===== src/rtl/mpth_pkg.sv =====
// Package: shared constants for the MAC pair Toeplitz hash unit.
`timescale 1ns / 1ps
`default_nettype none

package mpth_pkg;

  localparam int KEY_BITS        = 64;   // key bits used, from the top of the register
  localparam int KEY_REG_BITS    = 64;
  localparam int HASH_BITS       = 32;
  localparam int MAC_BYTES       = 6;
  localparam int HASHED_BYTES    = 2 * MAC_BYTES;
  localparam int MIN_FRAME_BYTES = 14;
  localparam int POS_BITS        = 4;
  localparam int CNT_BITS        = POS_BITS + 1;
  // key bits that one byte can touch: eight windows, each one bit further on
  localparam int SEG_BITS        = HASH_BITS + 7;

  localparam logic [POS_BITS-1:0]     POS_SAT    = POS_BITS'(14);
  localparam logic [KEY_REG_BITS-1:0] KEY_RESET  = 64'h6D5A_56FA_6D5A_56FA;

endpackage

`default_nettype wire


===== src/rtl/mpth_if.sv =====
// Interfaces: frame byte, hash result and key write channels.
`timescale 1ns / 1ps
`default_nettype none

interface mpth_in_if;
  logic       valid;
  logic       ready;
  logic [7:0] data_byte;
  logic       last_byte;

  modport source (output valid, output data_byte, output last_byte, input ready);
  modport sink   (input valid, input data_byte, input last_byte, output ready);
endinterface

interface mpth_out_if;
  logic        valid;
  logic        ready;
  logic [31:0] hash_value;
  logic        short_frame;

  modport source (output valid, output hash_value, output short_frame, input ready);
  modport sink   (input valid, input hash_value, input short_frame, output ready);
endinterface

interface mpth_cfg_if;
  logic        valid;
  logic        ready;
  logic [63:0] hash_key;

  modport source (output valid, output hash_key, input ready);
  modport sink   (input valid, input hash_key, output ready);
endinterface

`default_nettype wire


===== src/rtl/mpth_contrib.sv =====
// Hash contribution of one frame byte: key segment select and window XOR.
`timescale 1ns / 1ps
`default_nettype none

module mpth_contrib (
  input  logic [mpth_pkg::KEY_REG_BITS-1:0] key,
  input  logic [mpth_pkg::POS_BITS-1:0]     pos,
  input  logic [7:0]                        data,
  output logic [mpth_pkg::HASH_BITS-1:0]    contrib
);
  import mpth_pkg::*;

  // seg[i] is key bit (base + i), base being the string offset of this byte
  logic [SEG_BITS-1:0] seg;

  always_comb begin
    int base;
    seg  = '0;
    base = 0;
    for (int p = 0; p < HASHED_BYTES; p++) begin
      // source MAC leads the string, destination MAC follows
      base = (p < MAC_BYTES) ? 8 * MAC_BYTES + 8 * p : 8 * (p - MAC_BYTES);
      if (pos == POS_BITS'(p)) begin
        for (int i = 0; i < SEG_BITS; i++) begin
          seg[i] = key[KEY_REG_BITS - 1 - ((base + i) % KEY_BITS)];
        end
      end
    end
  end

  // data bit 7-k selects the window starting k bits in; window MSB first
  always_comb begin
    contrib = '0;
    for (int t = 0; t < HASH_BITS; t++) begin
      for (int k = 0; k < 8; k++) begin
        contrib[HASH_BITS-1-t] = contrib[HASH_BITS-1-t] ^ (data[7-k] & seg[k+t]);
      end
    end
  end

endmodule

`default_nettype wire


===== src/rtl/mac_pair_toeplitz_hash_unit.sv =====
// Top level: streaming Toeplitz hash over the source/destination MAC pair.
`timescale 1ns / 1ps
`default_nettype none

// Channel   Dir   Payload                       Transfer when
// -------   ---   ---------------------------   -----------------------
// frame     in    data_byte[7:0], last_byte     frame.valid & frame.ready
// result    out   hash_value[31:0], short_frame result.valid & result.ready
// cfg       in    hash_key[63:0]                cfg.valid & cfg.ready (always ready)
//
// One byte per cycle sustained while results are taken. A byte sits in the input register,
// where the key segment mux and eight-window XOR fold it into the accumulator.
// The hash appears in the result register the cycle after the last byte is folded.
// The result register stalls only the last byte of a frame; other bytes keep flowing.
// Synchronous reset clears the pipeline valids, accumulator and byte count, and
// loads the default key.

module mac_pair_toeplitz_hash_unit (
  input  logic        clk,
  input  logic        rst,
  mpth_in_if.sink     frame,
  mpth_out_if.source  result,
  mpth_cfg_if.sink    cfg
);
  import mpth_pkg::*;

  // key register
  logic [KEY_REG_BITS-1:0] key;

  // input register
  logic       s1_valid;
  logic [7:0] s1_byte;
  logic       s1_last;

  // frame state
  logic [HASH_BITS-1:0] acc;
  logic [HASH_BITS-1:0] acc_next;
  logic [POS_BITS-1:0]  pos;
  logic [POS_BITS-1:0]  pos_next;
  logic [CNT_BITS-1:0]  count;
  logic [HASH_BITS-1:0] contrib;

  // result register
  logic                 out_valid;
  logic [HASH_BITS-1:0] out_hash;
  logic                 out_short;

  logic out_free;
  logic s1_go;

  assign cfg.ready = 1'b1;

  always_ff @(posedge clk) begin
    if (rst) begin
      key <= KEY_RESET;
    end else if (cfg.valid) begin
      key <= cfg.hash_key;
    end
  end

  // only a last byte needs room in the result register
  assign out_free    = !out_valid || result.ready;
  assign s1_go       = s1_valid && (!s1_last || out_free);
  assign frame.ready = !s1_valid || s1_go;

  always_ff @(posedge clk) begin
    if (rst) begin
      s1_valid <= 1'b0;
    end else if (frame.ready) begin
      s1_valid <= frame.valid;
    end
  end

  always_ff @(posedge clk) begin
    if (frame.ready && frame.valid) begin
      s1_byte <= frame.data_byte;
      s1_last <= frame.last_byte;
    end
  end

  mpth_contrib u_contrib (
    .key     (key),
    .pos     (pos),
    .data    (s1_byte),
    .contrib (contrib)
  );

  // bytes past the address pair leave the hash alone
  assign acc_next = (pos < POS_BITS'(HASHED_BYTES)) ? (acc ^ contrib) : acc;
  assign count    = CNT_BITS'(pos) + CNT_BITS'(1);
  assign pos_next = (count > CNT_BITS'(POS_SAT)) ? POS_SAT : count[POS_BITS-1:0];

  always_ff @(posedge clk) begin
    if (rst) begin
      acc <= '0;
      pos <= '0;
    end else if (s1_go) begin
      if (s1_last) begin
        acc <= '0;
        pos <= '0;
      end else begin
        acc <= acc_next;
        pos <= pos_next;
      end
    end
  end

  always_ff @(posedge clk) begin
    if (rst) begin
      out_valid <= 1'b0;
    end else if (s1_go && s1_last) begin
      out_valid <= 1'b1;
    end else if (result.ready) begin
      out_valid <= 1'b0;
    end
  end

  always_ff @(posedge clk) begin
    if (s1_go && s1_last) begin
      if (count < CNT_BITS'(MIN_FRAME_BYTES)) begin
        out_hash  <= '0;
        out_short <= 1'b1;
      end else begin
        out_hash  <= acc_next;
        out_short <= 1'b0;
      end
    end
  end

  assign result.valid       = out_valid;
  assign result.hash_value  = out_hash;
  assign result.short_frame = out_short;

  // short frames always report a zero hash
  a_short_zero : assert property (@(posedge clk) disable iff (rst)
    out_valid && out_short |-> out_hash == '0)
    else $error("short frame result with nonzero hash");

  // byte count saturates
  a_pos_sat : assert property (@(posedge clk) disable iff (rst)
    pos <= POS_SAT)
    else $error("byte position beyond saturation");

  // frame state restarts after the last byte
  a_frame_restart : assert property (@(posedge clk) disable iff (rst)
    s1_go && s1_last |=> pos == '0 && acc == '0 && out_valid)
    else $error("frame state not cleared after last byte");

  // a stalled byte stays in the input register
  a_s1_hold : assert property (@(posedge clk) disable iff (rst)
    s1_valid && !s1_go |=> s1_valid && $stable(s1_byte) && $stable(s1_last))
    else $error("stalled frame byte lost");

  // a pending result is never overwritten
  a_out_hold : assert property (@(posedge clk) disable iff (rst)
    out_valid && !result.ready |-> !(s1_go && s1_last))
    else $error("result overwritten while stalled");

endmodule

`default_nettype wire


===== src/flat_wrapper.sv =====
// flat-port wrapper written by rule: the top's interface ports become plain ports
module mac_pair_toeplitz_hash_unit_flat import mpth_pkg::*;
  (clk, rst, frame_valid, frame_data_byte, frame_last_byte, frame_ready, result_valid, result_hash_value, result_short_frame, result_ready, cfg_valid, cfg_hash_key, cfg_ready);
  mpth_in_if frame_i ();
  mpth_out_if result_i ();
  mpth_cfg_if cfg_i ();
  input  logic clk;
  input  logic rst;
  input wire logic [$bits(frame_i.valid)-1:0] frame_valid;
  input wire logic [$bits(frame_i.data_byte)-1:0] frame_data_byte;
  input wire logic [$bits(frame_i.last_byte)-1:0] frame_last_byte;
  output wire logic [$bits(frame_i.ready)-1:0] frame_ready;
  output wire logic [$bits(result_i.valid)-1:0] result_valid;
  output wire logic [$bits(result_i.hash_value)-1:0] result_hash_value;
  output wire logic [$bits(result_i.short_frame)-1:0] result_short_frame;
  input wire logic [$bits(result_i.ready)-1:0] result_ready;
  input wire logic [$bits(cfg_i.valid)-1:0] cfg_valid;
  input wire logic [$bits(cfg_i.hash_key)-1:0] cfg_hash_key;
  output wire logic [$bits(cfg_i.ready)-1:0] cfg_ready;
  assign frame_i.valid = frame_valid;
  assign frame_i.data_byte = frame_data_byte;
  assign frame_i.last_byte = frame_last_byte;
  assign frame_ready = frame_i.ready;
  assign result_valid = result_i.valid;
  assign result_hash_value = result_i.hash_value;
  assign result_short_frame = result_i.short_frame;
  assign result_i.ready = result_ready;
  assign cfg_i.valid = cfg_valid;
  assign cfg_i.hash_key = cfg_hash_key;
  assign cfg_ready = cfg_i.ready;
  mac_pair_toeplitz_hash_unit u_core (.clk(clk), .rst(rst), .frame(frame_i), .result(result_i), .cfg(cfg_i));
endmodule

===== config.mk =====
export PLATFORM = sky130hd
export DESIGN_NAME = mac_pair_toeplitz_hash_unit_flat
export DESIGN_NICKNAME = d
export VERILOG_FILES = /design/src/rtl/mpth_pkg.sv /design/src/rtl/mpth_if.sv /design/src/rtl/mpth_contrib.sv /design/src/rtl/mac_pair_toeplitz_hash_unit.sv /design/src/flat_wrapper.sv
export SDC_FILE = /design/constraint.sdc
export NUM_CORES = 1
export LEC_CHECK = 0
export BUFFER_PORTS_ARGS = -buffer_cell sky130_fd_sc_hd__buf_2
export CAP_MARGIN = 10
export CORE_MARGIN = 2
export CORE_UTILIZATION = 35
export DETAILED_ROUTE_END_ITERATION = 16
export HOLD_SLACK_MARGIN = 0.05
export PLACE_DENSITY_LB_ADDON = 0.15
export SYNTH_ARGS = -nofsm -noshare
export SYNTH_HDL_FRONTEND = slang
export SYNTH_SLANG_ARGS = --single-unit

===== constraint.sdc =====
create_clock -name clk -period 3.14 [get_ports clk]
set_input_delay 0.628 -clock clk [delete_from_list [all_inputs] [get_ports clk]]
set_output_delay 0.628 -clock clk [all_outputs]
set_load 0.02 [all_outputs]

After elaboration in Yosys (flattened, before gate mapping)
Cells that the tools add are included.
{ "op_classes": {"n_reduce_logical": 11, "eq_ne": 11, "bitwise": 481, "muxes": 19, "add_sub_neg": 1, "n_lt_le_gt_ge": 3} }
{ "op_table": {"columns": ["operator", "n"], "rows": [
  ["39-bit two-way mux", 12],
  ["1-bit bitwise AND", 256],
  ["1-bit XOR", 224],
  ["32-bit two-way mux", 2],
  ["32-bit XOR", 1],
  ["4-bit by 3-bit == test with 1-bit output, second input constant", 4],
  ["4-bit == test, second input constant", 4],
  ["4-bit by 2-bit == test with 1-bit output, second input constant", 2],
  ["4-bit two-way mux", 2],
  ["4-bit by 1-bit adder with 5-bit output, second input constant", 1],
  ["5-bit by 4-bit > comparator with 1-bit output, second input constant", 1],
  ["5-bit by 4-bit less-than comparator with 1-bit output, second input constant", 1],
  ["4-bit by 1-bit == test with 1-bit output, second input constant", 1],
  ["4-bit zero test", 1],
  ["4-bit less-than comparator, second input constant", 1],
  ["1-bit logical AND", 3],
  ["1-bit zero test", 3],
  ["1-bit logical OR", 3],
  ["1-bit two-way mux", 3],
  ["2-bit nonzero test", 1]
]} }
{ "totals": {"register_bits": 144, "out_inout_bits": 36, "in_bits": 78, "word_cells": 535} }

Longest topological paths before layout
{ "logic_depth": {"ltp_word": 24, "depth_mapped": 17, "depth_no_buf": 12} }

Hierarchy
A second synthesis with hierarchy kept.
{ "unflattened": {"hier_cells": 1672, "area_unflattened_um2": 13499.2} }
{ "by_module_without_submodules": {"columns": ["module", "cells_each", "instances", "area_each_um2", "seq_area_each_um2"], "rows": [
  ["mpth_contrib", 1084, 1, 7556.0, 0.0],
  ["mac_pair_toeplitz_hash_unit", 588, 1, 5943.2, 3303.2]
]} }

Worst setup path before layout
No wires, ideal clock.
{ "synth_path": {"path_type": "register to register", "from": "register u_core.pos[1]", "to": "register u_core.out_hash[5], in the netlist u_core.result.hash_value[5], data pin", "setup_slack_ns": -0.312, "arrival_ns": 3.186, "path_stages_with_launch": 15, "setup_time_ns": 0.266, "synth_period_minus_slack_ns": 3.452, "path_buffers": 2, "required_time_ns": 2.874, "cell_sequence": "dfxtp_1 inv_1 ha_1 buf_2 or2_2 buf_2 nor3_1 o22ai_1 a221oi_2 nand2_1 xnor3_1 xnor2_1 xnor3_1 xnor2_1 nor2_1"} }
{ "synth_between": {"elab_chain_len": 23, "elab_cells_between_ends": 44, "cone_classes": "add/sub: 1; order compare: 2; eq/ne: 11; mux: 13; bitwise: 16; reduce/logical: 1"} }
{ "synth_lines": {"columns": ["element", "line_no", "text"], "rows": [
  ["start: declaration", "mac_pair_toeplitz_hash_unit.sv:38", "logic [POS_BITS-1:0] pos;"],
  ["start signal: assignment", "mac_pair_toeplitz_hash_unit.sv:103", "pos <= pos_next;"],
  ["4-bit zero test", "mpth_contrib.sv:23", "if (pos == POS_BITS'(p)) begin"],
  ["39-bit two-way mux (12 in series)", "mpth_contrib.sv:23", null],
  ["1-bit bitwise AND", "mpth_contrib.sv:36", "contrib[HASH_BITS-1-t] = contrib[HASH_BITS-1-t] ^ (data[7-k] & seg[k+t]);"],
  ["1-bit XOR (7 in series)", "mpth_contrib.sv:36", null],
  ["32-bit XOR", "mac_pair_toeplitz_hash_unit.sv:89", "assign acc_next = (pos < POS_BITS'(HASHED_BYTES)) ? (acc ^ contrib) : acc;"],
  ["32-bit two-way mux", "mac_pair_toeplitz_hash_unit.sv:89", null],
  ["end signal: assignment", "mac_pair_toeplitz_hash_unit.sv:124", "out_hash <= acc_next;"],
  ["end: declaration", "mac_pair_toeplitz_hash_unit.sv:45", "logic [HASH_BITS-1:0] out_hash;"]
]} }
Several ways; a longest one is shown, not always the timed one.
A chain may end at the register's enable or synchronous reset.

Worst setup path in the final report
{ "layout_path": {"from": "register u_core.pos[0]", "to": "register u_core.out_hash[12], in the netlist u_core.result.hash_value[12], data pin"} }
The elaborated chain is that of the path after synthesis.

==> run_results.csv <==
group,metric,value,unit
layout,nets,2337,
sta,setup_viol,64,
die,die_h,206,um
route,num_vias,16300,
clock_tree,clock_latency,490,ps
power,p_switching,2820,uW
logic_synthesis,synth_nets,1967,
route,wl_per_cell,24.1,um
route,drt-pass1-iter-count,5,
logic_synthesis,synth_top_cells_by_area,"dfxtp_1 14%, edfxtp_1 8.9%, nand2_1 8.9%",
clock_tree,clockRootBuffer,"clkbuf_16",
die,start_util,35.7,%
sta,rsz0062_at_grt,"true",
route,drc,0,
placed_design,gp_congestion,1.01,
global_routing,grt_overflow_total,0,
clock_tree,htree_num_levels,4,
logic_synthesis,synth-seq-cells,144,
die,die_area,42300,sq um
logic_synthesis,synth_mux_area_share,3.72,%
die,core-area,39900,sq um
placed_design,port_buffers,112,
clock_tree,cts_made_buffers,17,
route,postRouteAntennaNets,0,
layout,fill_cells,3822,
logic_synthesis,synth_top_area_share,14.3,%
critical_path,crit_type,"reg2reg",
critical_path,cp_max_fo,7,
logic_synthesis,syn_inst,1884,
job,drv_cap,0,
logic_synthesis,synth-xor-area-share,16.8,%
layout,drive_gt1_share,38.6,%
power,peakVddDrop,0.000506,V
power,pwr-share-clk,27.8,%
die,die_w,206,um
sta,min_period_over_period,115,%
sta,relSlewSlack,38.2,%
critical_path,startpoint_type,"register",
power,p_leak,0.00862,uW
clock_tree,hold_buffers,0,
critical_path,cp.required,3370,ps
global_routing,grt_max_degree,44,
sta,max_slew.worst_pin.slew,923,ps
sta,min_period,3610,ps
clock_tree,clockBufferDepth,2,
power,p_int,5160,uW
logic_synthesis,ys_seq_area_share,23.2,%
power,p_sw_share,35.3,%
critical_path,cp-end-kind,"register",
logic_synthesis,yosys.area_share.simple,22.5,%
logic_synthesis,synth_common_cells,"336 x nand2_1, 173 x a21oi_1, 157 x nor2_1",
critical_path,worstPathArrival,3840,ps
logic_synthesis,async_reset_ff_share,0,%
logic_synthesis,yosysMostFrequentCell,"nand2_1",
route,dr.first_iter.drc_count,1533,
sta,fin_skew,11.7,ps
sta,fmaxAchievable,277,MHz
power,pwr-share-comb,44.6,%
global_routing,grt_pass1_vias,15400,
logic_synthesis,ys.flop_type,"dfxtp_1",
clock_tree,clock_sinks,144,
power,powerDensity,384,nW/um^2
sta,finalHoldViolCount,0,
sta,timing.setup.tns,-18330,ps
route,viasPerCell,5.82,
logic_synthesis,synth-edff-count,42,
global_routing,antenna_found_initial,1,
sta,hold_ws,314,ps
logic_synthesis,synth-compound-area-share,26.1,%
sta,drv_slew,0,
sta,layout_setup_ws,-471,ps
route,wirelength,67400,um
logic_synthesis,synth_top_cell_by_area,"dfxtp_1",
worst_hold_path,worstHoldPathType,"in2reg",
status,failed_checks,"negative setup slack",
status,status,"complete, but fails checks",
logic_synthesis,synth_top_family_by_area,"compound AO/OA/AOI/OAI gates",
logic_synthesis,synthDistinctLibCells,80,
clock_tree,cts_tree,"yes",
power,seqPwrFrac,27.7,%
global_routing,grt_pass1_wl,98900,um
die,rows,73,
logic_synthesis,syn_area,14200,sq um
logic_synthesis,ys_warn_count,0,
logic_synthesis,syn_area_per_cell,7.56,sq um
logic_synthesis,synthAdderAreaFrac,0.439,%
layout,syn2layout_area_growth,45.9,%
global_routing,gr-usage-all-layers,31.5,%
die,top_level_ports,114,
clock_tree,clk_pin_slew,70,ps
placed_design,place_hpwl,49400,um
[what timing repair did]
item | CTS | global route
endpoints found under the setup margin | 64 | 64
cloned | 1 | 2
setup buffers | 44 | 27
resized for setup | 173 | 212
pin swaps | 98 | 130
endpoints found under the hold margin | 0 | 0
[cell type report]
type / count / area [sq um] / share of cell area, %
repair buffers: 545 / 4500 / 21.6
clock buffers: 17 / 425 / 2.05
inverters: 37 / 145 / 0.698
multi-input cells: 1509 / 11600 / 55.6
clock inverters: 15 / 196 / 0.945
well taps: 525 / 657 / 3.16
flip-flops and latches: 144 / 3310 / 15.9
diodes: 1 / 2.50 / 0.0120
[worst max-delay path, stage by stage, from the launching register on]
cell      delay (ps)
dfxtp_4          360
buf_6            120
ha_4             200
buf_12           160
buf_8            120
and3b_2          250
buf_6            140
a221o_1          260
o211ai_1         110
o211ai_1         230
buf_4            220
nor2_4           210
buf_6            140
nor2_1            40
xnor3_1          380
xnor2_2          190
and2_1           150
nor3_1            40
[metrics by stage]
stage / cell area (sq um) / total power (uW) / setup WS (ps) / utilization (%) / cells
finish: 20800 / 7980 / -471 / 52.1 / 2793
global route: 20800 / 8340 / -552 / 52.1 / 2792
CTS: 19500 / 7740 / -371 / 48.9 / 2765
detailed placement: 17700 / 5190 / -631 / 44.3 / 2688
global placement: 17700 / 5170 / -640 / 44.3 / 2688
floorplan: 14400 / 4170 / 3.33 / - / 1884
[sequential cells by signal (all words and copies together), names as in the netlist]
name / count
u_core.s1_byte: 8
u_core.s1_valid: 1
u_core.result.valid: 1
u_core.result.short_frame: 1
u_core.acc: 32
u_core.key: 64
u_core.pos: 4
u_core.s1_last: 1
u_core.result.hash_value: 32
[logic make-up after synthesis]
kind of cell / Yosys count
other: 1
muxes: 53
and+or+nand+nor: 701
xor gates and xnor gates: 221
DFF: 144
buffers and inverters: 231
adders and majority gates: 5
AOI/OAI and AO/OA: 528
[power groups by stage]
stage / combinational (uW) / sequential, uW / clock, uW
floorplan: 2010 / 2160 / 0
global placement: 2940 / 2230 / 0
detailed placement: 2960 / 2230 / 0
CTS: 3260 / 2190 / 2280
global route: 3790 / 2210 / 2340
finish: 3560 / 2210 / 2210
[per-layer routing]
metal	share of wire [%]	track usage (%)	vias to the layer above
met4	3.7	11.5	0
met2	45	48.9	733
met3	7.0	5.83	136
li1	-	-	7393
met5	0	0	-
met1	45	43.5	8005
[final timing paths]
kind / cells past startpoint / slack, ps / from / endpoint
min: 1 / 310 / frame_data_byte[4] / u_core.s1_byte[4]
max: 17 / -470 / u_core.pos[0] / u_core.result.hash_value[12]
min reg2reg: 2 / 470 / u_core.acc[18] / u_core.acc[18]
max reg2reg: 17 / -470 / u_core.pos[0] / u_core.result.hash_value[12]
[cell usage in the layout (no fill, tap or decap), types with 12 or more instances in the layout]
cell type	Yosys	routed
a211oi_2	5	16
a21oi_1	173	141
a21oi_2	5	28
a221o_1	18	18
a221oi_1	22	15
buf_12	0	32
buf_2	61	111
buf_4	10	343
buf_6	8	51
clkbuf_16	0	19
dfxtp_1	102	98
edfxtp_1	42	42
inv_1	36	34
mux2i_1	53	53
nand2_1	336	300
nand2_2	0	26
nand3b_1	46	46
nor2_1	157	140
nor2b_1	68	56
nor3_1	26	20
o211ai_1	41	41
o21ai_0	62	47
o21ai_1	2	14
o22ai_1	29	16
o22ai_2	1	12
xnor2_1	141	104
xnor2_2	3	40
xnor3_1	29	24
xor2_1	46	35
(Power assumes the default switching activity.)
